===== src/trps_pkg.sv =====
package trps_pkg;

    // Field widths
    localparam int RATE_W    = 24;
    localparam int RATE_FRAC = 19;
    localparam int UNI_W     = 32;
    localparam int LIMIT_W   = 4;
    localparam int DRAW_W    = 5;
    localparam int W_W       = 64;
    localparam int HALF_W    = 32;
    localparam int PP_W      = HALF_W + RATE_W;      // one partial product
    localparam int PROD_W    = W_W + RATE_W;         // full weight times rate
    localparam int SHARE_W   = UNI_W + 1;            // share can reach exactly 1.0
    localparam int DIVJ_W    = 5;                    // divisor width of the divide-by-count unit
    localparam int CNT_W     = 5;

    // Defaults and reset values
    localparam int              MAX_LIMIT_DEF = 15;
    localparam logic [LIMIT_W-1:0] LIMIT_RST  = 4'd8;
    localparam logic [W_W-1:0]  ONE_Q24       = 64'h0000_0000_0100_0000;

    // Divide-by-count unit retires this many quotient bits per cycle
    localparam int DJ_BITS     = 8;
    localparam logic [CNT_W-1:0] DJ_CNT_INIT = CNT_W'(W_W / DJ_BITS - 1);
    localparam logic [CNT_W-1:0] SD_CNT_INIT = CNT_W'(UNI_W - 1);

    // Datapath operations
    typedef enum logic [3:0] {
        OP_NOP,
        OP_INIT,
        OP_MUL_LO,
        OP_MUL_HI,
        OP_PROD_SUM,
        OP_DJ_INIT,
        OP_DJ_STEP,
        OP_W_STORE,
        OP_S_INIT,
        OP_SD_INIT,
        OP_SD_STEP,
        OP_ACCUM,
        OP_INC_J,
        OP_EMIT_HIT,
        OP_EMIT_CLAMP
    } t_op;

    // Jump conditions
    typedef enum logic [2:0] {
        COND_NEXT,
        COND_ALWAYS,
        COND_J_EQ_LIM,
        COND_CNT_NZ,
        COND_HIT
    } t_cond;

    // Wait conditions: step holds while the named side is not ready
    typedef enum logic [1:0] {
        HOLD_NONE,
        HOLD_IN,
        HOLD_OUT
    } t_hold;

    localparam int STEP_W = 5;

    typedef struct packed {
        t_op                op;
        t_cond              cond;
        t_hold              hold;
        logic [STEP_W-1:0]  target;
    } t_cword;

    // Datapath status seen by the sequencer
    typedef struct packed {
        logic j_eq_lim;
        logic cnt_nz;
        logic hit;
    } t_stat;

    // Program addresses
    localparam logic [STEP_W-1:0] ST_WAIT      = 5'd0;
    localparam logic [STEP_W-1:0] ST_W_CHECK   = 5'd1;
    localparam logic [STEP_W-1:0] ST_MUL_LO    = 5'd2;
    localparam logic [STEP_W-1:0] ST_MUL_HI    = 5'd3;
    localparam logic [STEP_W-1:0] ST_PROD_SUM  = 5'd4;
    localparam logic [STEP_W-1:0] ST_DJ_INIT   = 5'd5;
    localparam logic [STEP_W-1:0] ST_DJ_STEP   = 5'd6;
    localparam logic [STEP_W-1:0] ST_W_STORE   = 5'd7;
    localparam logic [STEP_W-1:0] ST_S_INIT    = 5'd8;
    localparam logic [STEP_W-1:0] ST_S_READ    = 5'd9;
    localparam logic [STEP_W-1:0] ST_SD_INIT   = 5'd10;
    localparam logic [STEP_W-1:0] ST_SD_STEP   = 5'd11;
    localparam logic [STEP_W-1:0] ST_ACCUM     = 5'd12;
    localparam logic [STEP_W-1:0] ST_TEST      = 5'd13;
    localparam logic [STEP_W-1:0] ST_NEXT      = 5'd14;
    localparam logic [STEP_W-1:0] ST_LOOP      = 5'd15;
    localparam logic [STEP_W-1:0] ST_EMIT_HIT  = 5'd16;
    localparam logic [STEP_W-1:0] ST_EMIT_CLMP = 5'd17;

    function automatic t_cword mk_cw(input t_op op, input t_cond cond, input t_hold hold,
                                     input logic [STEP_W-1:0] target);
        t_cword w;
        w.op     = op;
        w.cond   = cond;
        w.hold   = hold;
        w.target = target;
        return w;
    endfunction

    // Control store
    function automatic t_cword ucode(input logic [STEP_W-1:0] pc);
        t_cword w;
        case (pc)
            ST_WAIT:      w = mk_cw(OP_INIT,       COND_NEXT,     HOLD_IN,   ST_WAIT);
            ST_W_CHECK:   w = mk_cw(OP_NOP,        COND_J_EQ_LIM, HOLD_NONE, ST_S_INIT);
            ST_MUL_LO:    w = mk_cw(OP_MUL_LO,     COND_NEXT,     HOLD_NONE, ST_WAIT);
            ST_MUL_HI:    w = mk_cw(OP_MUL_HI,     COND_NEXT,     HOLD_NONE, ST_WAIT);
            ST_PROD_SUM:  w = mk_cw(OP_PROD_SUM,   COND_NEXT,     HOLD_NONE, ST_WAIT);
            ST_DJ_INIT:   w = mk_cw(OP_DJ_INIT,    COND_NEXT,     HOLD_NONE, ST_WAIT);
            ST_DJ_STEP:   w = mk_cw(OP_DJ_STEP,    COND_CNT_NZ,   HOLD_NONE, ST_DJ_STEP);
            ST_W_STORE:   w = mk_cw(OP_W_STORE,    COND_ALWAYS,   HOLD_NONE, ST_W_CHECK);
            ST_S_INIT:    w = mk_cw(OP_S_INIT,     COND_NEXT,     HOLD_NONE, ST_WAIT);
            ST_S_READ:    w = mk_cw(OP_NOP,        COND_NEXT,     HOLD_NONE, ST_WAIT);
            ST_SD_INIT:   w = mk_cw(OP_SD_INIT,    COND_NEXT,     HOLD_NONE, ST_WAIT);
            ST_SD_STEP:   w = mk_cw(OP_SD_STEP,    COND_CNT_NZ,   HOLD_NONE, ST_SD_STEP);
            ST_ACCUM:     w = mk_cw(OP_ACCUM,      COND_NEXT,     HOLD_NONE, ST_WAIT);
            ST_TEST:      w = mk_cw(OP_NOP,        COND_HIT,      HOLD_NONE, ST_EMIT_HIT);
            ST_NEXT:      w = mk_cw(OP_INC_J,      COND_J_EQ_LIM, HOLD_NONE, ST_EMIT_CLMP);
            ST_LOOP:      w = mk_cw(OP_NOP,        COND_ALWAYS,   HOLD_NONE, ST_S_READ);
            ST_EMIT_HIT:  w = mk_cw(OP_EMIT_HIT,   COND_ALWAYS,   HOLD_OUT,  ST_WAIT);
            ST_EMIT_CLMP: w = mk_cw(OP_EMIT_CLAMP, COND_ALWAYS,   HOLD_OUT,  ST_WAIT);
            default:      w = mk_cw(OP_NOP,        COND_ALWAYS,   HOLD_NONE, ST_WAIT);
        endcase
        return w;
    endfunction

endpackage


===== src/trps_seq.sv =====
module trps_seq (
    input  logic             i_clk,
    input  logic             i_rst_n,
    input  trps_pkg::t_stat  i_stat,
    input  logic             i_in_valid,
    input  logic             i_out_busy,
    output trps_pkg::t_op    o_op,
    output logic             o_in_ready
);

    logic [trps_pkg::STEP_W-1:0] r_pc, n_pc;
    trps_pkg::t_cword             cw;
    logic                         held;
    logic                         taken;

    // Step counter
    always_ff @(posedge i_clk) begin
        if (!i_rst_n) begin
            r_pc <= trps_pkg::ST_WAIT;
        end else begin
            r_pc <= n_pc;
        end
    end

    // Fetch, evaluate wait and jump conditions
    always_comb begin
        cw = trps_pkg::ucode(r_pc);

        case (cw.hold)
            trps_pkg::HOLD_IN:  held = !i_in_valid;
            trps_pkg::HOLD_OUT: held = i_out_busy;
            default:            held = 1'b0;
        endcase

        case (cw.cond)
            trps_pkg::COND_ALWAYS:   taken = 1'b1;
            trps_pkg::COND_J_EQ_LIM: taken = i_stat.j_eq_lim;
            trps_pkg::COND_CNT_NZ:   taken = i_stat.cnt_nz;
            trps_pkg::COND_HIT:      taken = i_stat.hit;
            default:                 taken = 1'b0;
        endcase

        if (held) begin
            n_pc = r_pc;
        end else if (taken) begin
            n_pc = cw.target;
        end else begin
            n_pc = r_pc + trps_pkg::STEP_W'(1);
        end

        // Refuse requests while in reset
        o_op       = held ? trps_pkg::OP_NOP : cw.op;
        o_in_ready = i_rst_n && (cw.hold == trps_pkg::HOLD_IN);
    end

endmodule


===== src/trps_dpath.sv =====
module trps_dpath #(
    parameter int MAX_LIMIT = trps_pkg::MAX_LIMIT_DEF
) (
    input  logic                          i_clk,
    input  trps_pkg::t_op                 i_op,
    input  logic [trps_pkg::RATE_W-1:0]   i_rate,
    input  logic [trps_pkg::UNI_W-1:0]    i_uniform,
    input  logic [trps_pkg::LIMIT_W-1:0]  i_count_limit,
    output trps_pkg::t_stat               o_stat,
    output logic [trps_pkg::DRAW_W-1:0]   o_draw
);

    localparam int J_W   = $clog2(MAX_LIMIT + 1);
    localparam int SHF_W = trps_pkg::PROD_W - trps_pkg::RATE_FRAC;

    logic [trps_pkg::RATE_W-1:0]  r_rate, n_rate;
    logic [trps_pkg::UNI_W-1:0]   r_uniform, n_uniform;
    logic [J_W-1:0]               r_j, n_j, r_lim, n_lim;
    logic [trps_pkg::W_W-1:0]     r_w, n_w, r_total, n_total;
    logic [trps_pkg::W_W-1:0]     r_dvd, n_dvd, r_srem, n_srem;
    logic [trps_pkg::PP_W-1:0]    r_pp, n_pp;
    logic [trps_pkg::PROD_W-1:0]  r_prod, n_prod;
    logic [trps_pkg::DIVJ_W-1:0]  r_djrem, n_djrem;
    logic [trps_pkg::SHARE_W-1:0] r_q, n_q, r_cum, n_cum;
    logic [trps_pkg::CNT_W-1:0]   r_cnt, n_cnt;

    // Weight store, one entry per count
    logic [trps_pkg::W_W-1:0]     r_wmem [0:MAX_LIMIT];
    logic [trps_pkg::W_W-1:0]     r_rd;
    logic                         mem_we;
    logic [J_W-1:0]               mem_wa;
    logic [trps_pkg::W_W-1:0]     mem_wd;

    logic [trps_pkg::HALF_W-1:0]  mul_a;
    logic [trps_pkg::PP_W-1:0]    mul_p;
    logic [SHF_W-1:0]             shifted;
    logic [trps_pkg::W_W:0]       tot_sum;
    logic [J_W-1:0]               lim_sel;

    // Payload registers
    always_ff @(posedge i_clk) begin
        r_rate    <= n_rate;
        r_uniform <= n_uniform;
        r_j       <= n_j;
        r_lim     <= n_lim;
        r_w       <= n_w;
        r_total   <= n_total;
        r_dvd     <= n_dvd;
        r_srem    <= n_srem;
        r_pp      <= n_pp;
        r_prod    <= n_prod;
        r_djrem   <= n_djrem;
        r_q       <= n_q;
        r_cum     <= n_cum;
        r_cnt     <= n_cnt;
    end

    // Weight store: one write, one registered read at the current count
    always_ff @(posedge i_clk) begin
        if (mem_we) begin
            r_wmem[mem_wa] <= mem_wd;
        end
        r_rd <= r_wmem[r_j];
    end

    assign mem_we = (i_op == trps_pkg::OP_INIT) || (i_op == trps_pkg::OP_W_STORE);
    assign mem_wa = (i_op == trps_pkg::OP_INIT) ? '0 : r_j;
    assign mem_wd = (i_op == trps_pkg::OP_INIT) ? trps_pkg::ONE_Q24 : r_dvd;

    // Single shared multiplier: one half of the weight times the rate
    assign mul_a = (i_op == trps_pkg::OP_MUL_HI) ? r_w[trps_pkg::W_W-1:trps_pkg::HALF_W]
                                                 : r_w[trps_pkg::HALF_W-1:0];
    assign mul_p = trps_pkg::PP_W'(mul_a) * trps_pkg::PP_W'(r_rate);

    // Product rescaled from rate fraction bits
    assign shifted = r_prod[trps_pkg::PROD_W-1:trps_pkg::RATE_FRAC];

    // Saturating running total
    assign tot_sum = {1'b0, r_total} + {1'b0, r_dvd};

    // Clamp the configured limit to the store depth
    always_comb begin
        if (int'(i_count_limit) > MAX_LIMIT) begin
            lim_sel = J_W'(MAX_LIMIT);
        end else begin
            lim_sel = J_W'(i_count_limit);
        end
    end

    // Operation decode
    always_comb begin
        logic [trps_pkg::W_W-1:0]    dvd;
        logic [trps_pkg::DIVJ_W-1:0] rem;
        logic [trps_pkg::DIVJ_W:0]   t;
        logic [trps_pkg::W_W-1:0]    sh;

        n_rate    = r_rate;
        n_uniform = r_uniform;
        n_j       = r_j;
        n_lim     = r_lim;
        n_w       = r_w;
        n_total   = r_total;
        n_dvd     = r_dvd;
        n_srem    = r_srem;
        n_pp      = r_pp;
        n_prod    = r_prod;
        n_djrem   = r_djrem;
        n_q       = r_q;
        n_cum     = r_cum;
        n_cnt     = r_cnt;
        dvd       = r_dvd;
        rem       = r_djrem;
        t         = '0;
        sh        = {r_srem[trps_pkg::W_W-2:0], 1'b0};

        case (i_op)
            // Take the request, seed the first weight and total
            trps_pkg::OP_INIT: begin
                n_rate    = i_rate;
                n_uniform = i_uniform;
                n_lim     = lim_sel;
                n_j       = '0;
                n_w       = trps_pkg::ONE_Q24;
                n_total   = trps_pkg::ONE_Q24;
            end
            trps_pkg::OP_MUL_LO: begin
                n_j  = r_j + J_W'(1);
                n_pp = mul_p;
            end
            trps_pkg::OP_MUL_HI: begin
                n_prod = trps_pkg::PROD_W'(r_pp);
                n_pp   = mul_p;
            end
            trps_pkg::OP_PROD_SUM: begin
                n_prod = r_prod + {r_pp, {trps_pkg::HALF_W{1'b0}}};
            end
            // Load dividend, saturating when the scaled product overflows
            trps_pkg::OP_DJ_INIT: begin
                if (|shifted[SHF_W-1:trps_pkg::W_W]) begin
                    n_dvd = '1;
                end else begin
                    n_dvd = shifted[trps_pkg::W_W-1:0];
                end
                n_djrem = '0;
                n_cnt   = trps_pkg::DJ_CNT_INIT;
            end
            // Restoring divide by the count, several quotient bits per cycle
            trps_pkg::OP_DJ_STEP: begin
                for (int k = 0; k < trps_pkg::DJ_BITS; k++) begin
                    t = {rem, dvd[trps_pkg::W_W-1]};
                    if (t >= (trps_pkg::DIVJ_W + 1)'(r_j)) begin
                        t   = t - (trps_pkg::DIVJ_W + 1)'(r_j);
                        dvd = {dvd[trps_pkg::W_W-2:0], 1'b1};
                    end else begin
                        dvd = {dvd[trps_pkg::W_W-2:0], 1'b0};
                    end
                    rem = t[trps_pkg::DIVJ_W-1:0];
                end
                n_dvd   = dvd;
                n_djrem = rem;
                n_cnt   = r_cnt - trps_pkg::CNT_W'(1);
            end
            trps_pkg::OP_W_STORE: begin
                n_w     = r_dvd;
                n_total = tot_sum[trps_pkg::W_W] ? '1 : tot_sum[trps_pkg::W_W-1:0];
            end
            trps_pkg::OP_S_INIT: begin
                n_j   = '0;
                n_cum = '0;
            end
            // Share division: integer bit first
            trps_pkg::OP_SD_INIT: begin
                if (r_rd >= r_total) begin
                    n_srem = r_rd - r_total;
                    n_q    = trps_pkg::SHARE_W'(1);
                end else begin
                    n_srem = r_rd;
                    n_q    = '0;
                end
                n_cnt = trps_pkg::SD_CNT_INIT;
            end
            // Share division: one fraction bit a cycle, shifted-out bit kept as carry
            trps_pkg::OP_SD_STEP: begin
                if (r_srem[trps_pkg::W_W-1] || (sh >= r_total)) begin
                    n_srem = sh - r_total;
                    n_q    = {r_q[trps_pkg::SHARE_W-2:0], 1'b1};
                end else begin
                    n_srem = sh;
                    n_q    = {r_q[trps_pkg::SHARE_W-2:0], 1'b0};
                end
                n_cnt = r_cnt - trps_pkg::CNT_W'(1);
            end
            trps_pkg::OP_ACCUM: begin
                n_cum = r_cum + r_q;
            end
            trps_pkg::OP_INC_J: begin
                n_j = r_j + J_W'(1);
            end
            default: begin
            end
        endcase
    end

    // Status back to the sequencer
    assign o_stat.j_eq_lim = (r_j == r_lim);
    assign o_stat.cnt_nz   = (r_cnt != '0);
    assign o_stat.hit      = ({1'b0, r_uniform} <= r_cum);

    // One-based result position
    assign o_draw = (i_op == trps_pkg::OP_EMIT_CLAMP)
                  ? trps_pkg::DRAW_W'(r_lim) + trps_pkg::DRAW_W'(1)
                  : trps_pkg::DRAW_W'(r_j) + trps_pkg::DRAW_W'(1);

endmodule


===== src/truncated_poisson_sampler_top.sv =====
// Truncated Poisson sampler by inverse transform. Each request carries a Q5.19 rate and a
// Q0.32 uniform number; the block forms the weights 1, rate, rate^2/2!, ... up to the
// configured count limit (capped at MAX_LIMIT), turns each into a truncated Q1.32 share of
// their total and returns the first one-based position whose running share reaches the
// uniform number, or limit+1 with the clamp flag when none does. A small microcoded
// sequencer drives one shared 32x24 multiplier, a divide-by-count unit (8 quotient bits a
// cycle) and a one-bit-a-cycle share divider. The emit step waits while the output
// register still holds an untaken result. Requests are taken one at a time; a finished
// result waits in the output register while the next request is accepted and worked on.
// Write count_limit only while the block idles.
module truncated_poisson_sampler_top #(
    parameter int MAX_LIMIT = trps_pkg::MAX_LIMIT_DEF
) (
    input  logic        i_clk,
    input  logic        i_rst_n,
    // Configuration: count_limit
    input  logic        i_cfg_valid,
    output logic        o_cfg_ready,
    input  logic [3:0]  i_cfg_data,
    // Request stream
    input  logic        s_axis_tvalid,
    output logic        s_axis_tready,
    input  logic [55:0] s_axis_tdata,   // [23:0] rate, [55:24] uniform
    // Result stream
    output logic        m_axis_tvalid,
    input  logic        m_axis_tready,
    output logic [7:0]  m_axis_tdata,   // [4:0] draw, [7:5] zero
    output logic [0:0]  m_axis_tuser    // [0] clamped
);

    logic [trps_pkg::LIMIT_W-1:0] r_count_limit;
    logic                         r_out_valid;
    logic [trps_pkg::DRAW_W-1:0]  r_draw;
    logic                         r_clamped;

    trps_pkg::t_op                op;
    trps_pkg::t_stat              stat;
    logic                         out_busy;
    logic                         emit;
    logic [trps_pkg::DRAW_W-1:0]  draw;

    // Configuration register
    always_ff @(posedge i_clk) begin
        if (!i_rst_n) begin
            r_count_limit <= trps_pkg::LIMIT_RST;
        end else if (i_cfg_valid) begin
            r_count_limit <= i_cfg_data;
        end
    end

    assign o_cfg_ready = i_rst_n;

    trps_seq u_seq (
        .i_clk      (i_clk),
        .i_rst_n    (i_rst_n),
        .i_stat     (stat),
        .i_in_valid (s_axis_tvalid),
        .i_out_busy (out_busy),
        .o_op       (op),
        .o_in_ready (s_axis_tready)
    );

    trps_dpath #(
        .MAX_LIMIT (MAX_LIMIT)
    ) u_dpath (
        .i_clk         (i_clk),
        .i_op          (op),
        .i_rate        (s_axis_tdata[23:0]),
        .i_uniform     (s_axis_tdata[55:24]),
        .i_count_limit (r_count_limit),
        .o_stat        (stat),
        .o_draw        (draw)
    );

    // Output register: hold a result until it is taken
    assign out_busy = r_out_valid && !m_axis_tready;
    assign emit     = (op == trps_pkg::OP_EMIT_HIT) || (op == trps_pkg::OP_EMIT_CLAMP);

    always_ff @(posedge i_clk) begin
        if (!i_rst_n) begin
            r_out_valid <= 1'b0;
        end else if (emit) begin
            r_out_valid <= 1'b1;
        end else if (m_axis_tready) begin
            r_out_valid <= 1'b0;
        end
    end

    always_ff @(posedge i_clk) begin
        if (emit) begin
            r_draw    <= draw;
            r_clamped <= (op == trps_pkg::OP_EMIT_CLAMP);
        end
    end

    assign m_axis_tvalid = r_out_valid;
    assign m_axis_tdata  = {3'b000, r_draw};
    assign m_axis_tuser  = r_clamped;

endmodule


===== config.mk =====
export PLATFORM = sky130hd
export DESIGN_NAME = truncated_poisson_sampler_top
export DESIGN_NICKNAME = d
export VERILOG_FILES = /design/src/trps_pkg.sv /design/src/trps_seq.sv /design/src/trps_dpath.sv /design/src/truncated_poisson_sampler_top.sv
export SDC_FILE = /design/constraint.sdc
export NUM_CORES = 2
export LEC_CHECK = 0
export BUFFER_PORTS_ARGS = -buffer_cell sky130_fd_sc_hd__buf_2
export CAP_MARGIN = 25
export CORE_MARGIN = 5
export CORE_UTILIZATION = 59
export DETAILED_ROUTE_END_ITERATION = 7
export PLACE_DENSITY = 0.78
export SYNTH_ARGS = -nofsm -noshare
export SYNTH_HDL_FRONTEND = slang
export SYNTH_SLANG_ARGS = --single-unit
export TNS_END_PERCENT = 20

===== constraint.sdc =====
create_clock -name i_clk -period 15.14 [get_ports i_clk]
set_clock_uncertainty 0.15 [all_clocks]
set_input_delay 2.271 -clock i_clk [delete_from_list [all_inputs] [get_ports i_clk]]
set_output_delay 2.271 -clock i_clk [all_outputs]
set_load 0.005 [all_outputs]

==> results.toml <==
[outcome]
status = "finished clean"

[final_layout]
areaGrowthSynthToFinish_pct = 9.17
final_cell_area_mm2 = 0.113
fillers = 12600
drive_gt1_share_pct = 10.8
nets = 9713
fin_cells = 10900

[setup_path]
crit_path_max_fanout = 6
worstPathRequired_ns = 15.67
worstRegToRegCells = 64
worst_setup_path_start_kind = "flip-flop"
crit_slowest_cell = "fa_1"
crit_arrival_ns = 14.76
crit_type = "flip-flop to flip-flop"
max_stage_delay_ns = 0.42
cp-end-kind = "flip-flop"

[clock_tree]
cts_sinks = 1639
cts_root_buffer = "clkbuf_16"
path_clk_slew_ns = 0.07
insertion_delay_ns = 0.85
clock_path_buffers = 3
cts_buffers = 168
cts_max_level = 4
cts_tree = "yes"

[routing]
num_vias = 68800
wire_per_inst_um = 25.6
drc = 0
routed_wl_um = 280000
firstDrtPassIters = 6
vias_per_cell = 6.30
drt_iter0_drc = 7759
postRouteAntennaNets = 0

[logic_synthesis]
syn_inst = 8405
netlist_area_mm2 = 0.103
synth_seq_cells = 1639
synthTopCellsByArea = "edfxtp_1, fa_1, mux4_2"
synth.most_common_cell = "edfxtp_1"
ys_types = 93
synth-edff-count = 1551
synth.top_cell.area_share_pct = 45.2
synth_common_cells = "edfxtp_1, nand2_1, inv_1"
ys.flop_type = "edfxtp_1"
yosys_warnings = 0
yosysTopAreaCell = "edfxtp_1"
syn-mean-instance-area_um2 = 12.3
seq_area_frac_synth_pct = 46.9
async_reset_ff_share_pct = 0

[grt]
grt_pass1_wl_um = 426000
grt.total_usage_pct = 30.4
grt_max_degree = 148
grt_overflow = 0
grt_pass1_vias = 70500
antenna_found_initial = 16

[placed_design]
globalplace.congestion = 0.968
dpl_cell_area_mm2 = 0.106
io_buffers = 73
dp.cells = 10600
hpwl_um = 185000

[timing]
finalMaxSlewViolations = 0
report.final.hold_viol_count = 0
hold_slack_ns = 0.296
relSlewSlack_pct = 21.1
layout_min_cycle_time_ns = 14.23
timing.fmax_mhz = 70.3
tightest_slew_ns = 1.18
fin_crit_sh_pct = 94.0
setup_viol = 0
rsz0062_at_grt = "false"
tns_ns = 0

[job]
max_cap_viol_count = 0

[floorplan]
die_y_um = 428
ios = 77
die-area_mm2 = 0.183
rows = 153
core_area_mm2 = 0.174
dieWidth_um = 428
initial_core_util_pct = 59.3

[min_path]
min_path_cells = 0
hold_path.class = "flip-flop to flip-flop"
-- per-layer routing --
layer	global-route usage, %	vias to the layer above	wire length, µm
met4	12.2	8	13100
met3	6.65	728	28300
met5	0	-	61
li1	-	29800	-
met1	40.2	34700	106000
met2	49.3	3635	133000
-- kinds of logic (layout without fill, tap and decap cells) --
kind of cell	after synthesis	count (layout)	share of synthesized area, %
adder cells (fa/ha/maj)	1209	1209	19.6
buffers and inverters	1236	1415	4.53
multiplexers	365	365	7.46
flip-flops	1639	1639	46.9
other	1	21	0.00364
AO/OA/AOI/OAI	1337	1337	8.34
AND/OR/NAND/NOR	2298	2298	10.5
XOR/XNOR	320	320	2.72
-- cell type report --
| type | count | area [µm²] | area share [%] |
|---|---|---|---|
| multi-input cells | 5532 | 50400 | 44.8 |
| clock inverters | 94 | 1290 | 1.15 |
| inverters | 857 | 3220 | 2.86 |
| flip-flops and latches | 1639 | 48300 | 42.9 |
| diodes | 18 | 45.0 | 0.0400 |
| repair buffers | 242 | 1780 | 1.58 |
| clock buffers | 222 | 4590 | 4.08 |
| well taps | 2325 | 2910 | 2.58 |
-- state kept, by name, indices dropped and copies added, names as in the netlist, 56 cells and up --
| signal | cells |
|---|---|
| u_dpath.r_w | 64 |
| u_dpath.r_dvd | 64 |
| u_dpath.r_wmem | 1024 |
| u_dpath.r_rd | 64 |
| u_dpath.r_pp | 56 |
| u_dpath.r_total | 64 |
| u_dpath.r_srem | 64 |
| u_dpath.r_prod | 69 |
-- critical path, delay by kind of cell (launching register included) --
kind | cells | cell delay (ns)
multiplexers | 6 | 2.00
AND/OR/NAND/NOR | 17 | 2.77
AO/OA/AOI/OAI | 26 | 4.87
adder cells (fa/ha/maj) | 9 | 3.05
buffers and inverters | 6 | 0.87
flip-flops | 1 | 0.40
-- path summary, 6_finish.rpt --
path                           from            endpoint  slack, ns
setup / recovery  u_dpath.r_dvd[63]  u_dpath.r_djrem[0]       0.91
hold / removal     r_count_limit[2]    u_dpath.r_lim[2]       0.30
setup reg to reg  u_dpath.r_dvd[63]  u_dpath.r_djrem[0]       0.91
hold reg to reg    r_count_limit[2]    u_dpath.r_lim[2]       0.30
-- per-stage QoR --
step	utilization, %	setup slack, ns
finish	64.7	0.906
global route	64.7	0.0394
CTS	64.6	0.653
detailed placement	61.3	0.747
global placement	61.2	0.517
floorplan	-	0.644
-- timing repair --
| action | in CTS | in global routing |
|---|---|---|
| hold buffers | 0 | 0 |
| setup endpoints to repair | 0 | 6 |
| resized for setup | 0 | 12 |
| buffers inserted | 0 | 3 |
-- cell usage in the layout (no fill, tap or decap), drive strengths merged, types with 132 or more instances in the layout --
| cell type | count |
|---|---|
| a21o | 268 |
| a21oi | 426 |
| and2 | 377 |
| buf | 241 |
| clkbuf | 223 |
| edfxtp | 1551 |
| fa | 671 |
| ha | 537 |
| inv | 868 |
| mux4 | 320 |
| nand2 | 916 |
| nor2 | 443 |
| nor3 | 132 |
| o21ai | 214 |
| xnor2 | 194 |
Power is not shown: default switching activity piles up to over one toggle a cycle in this logic, so the estimate is an artifact.
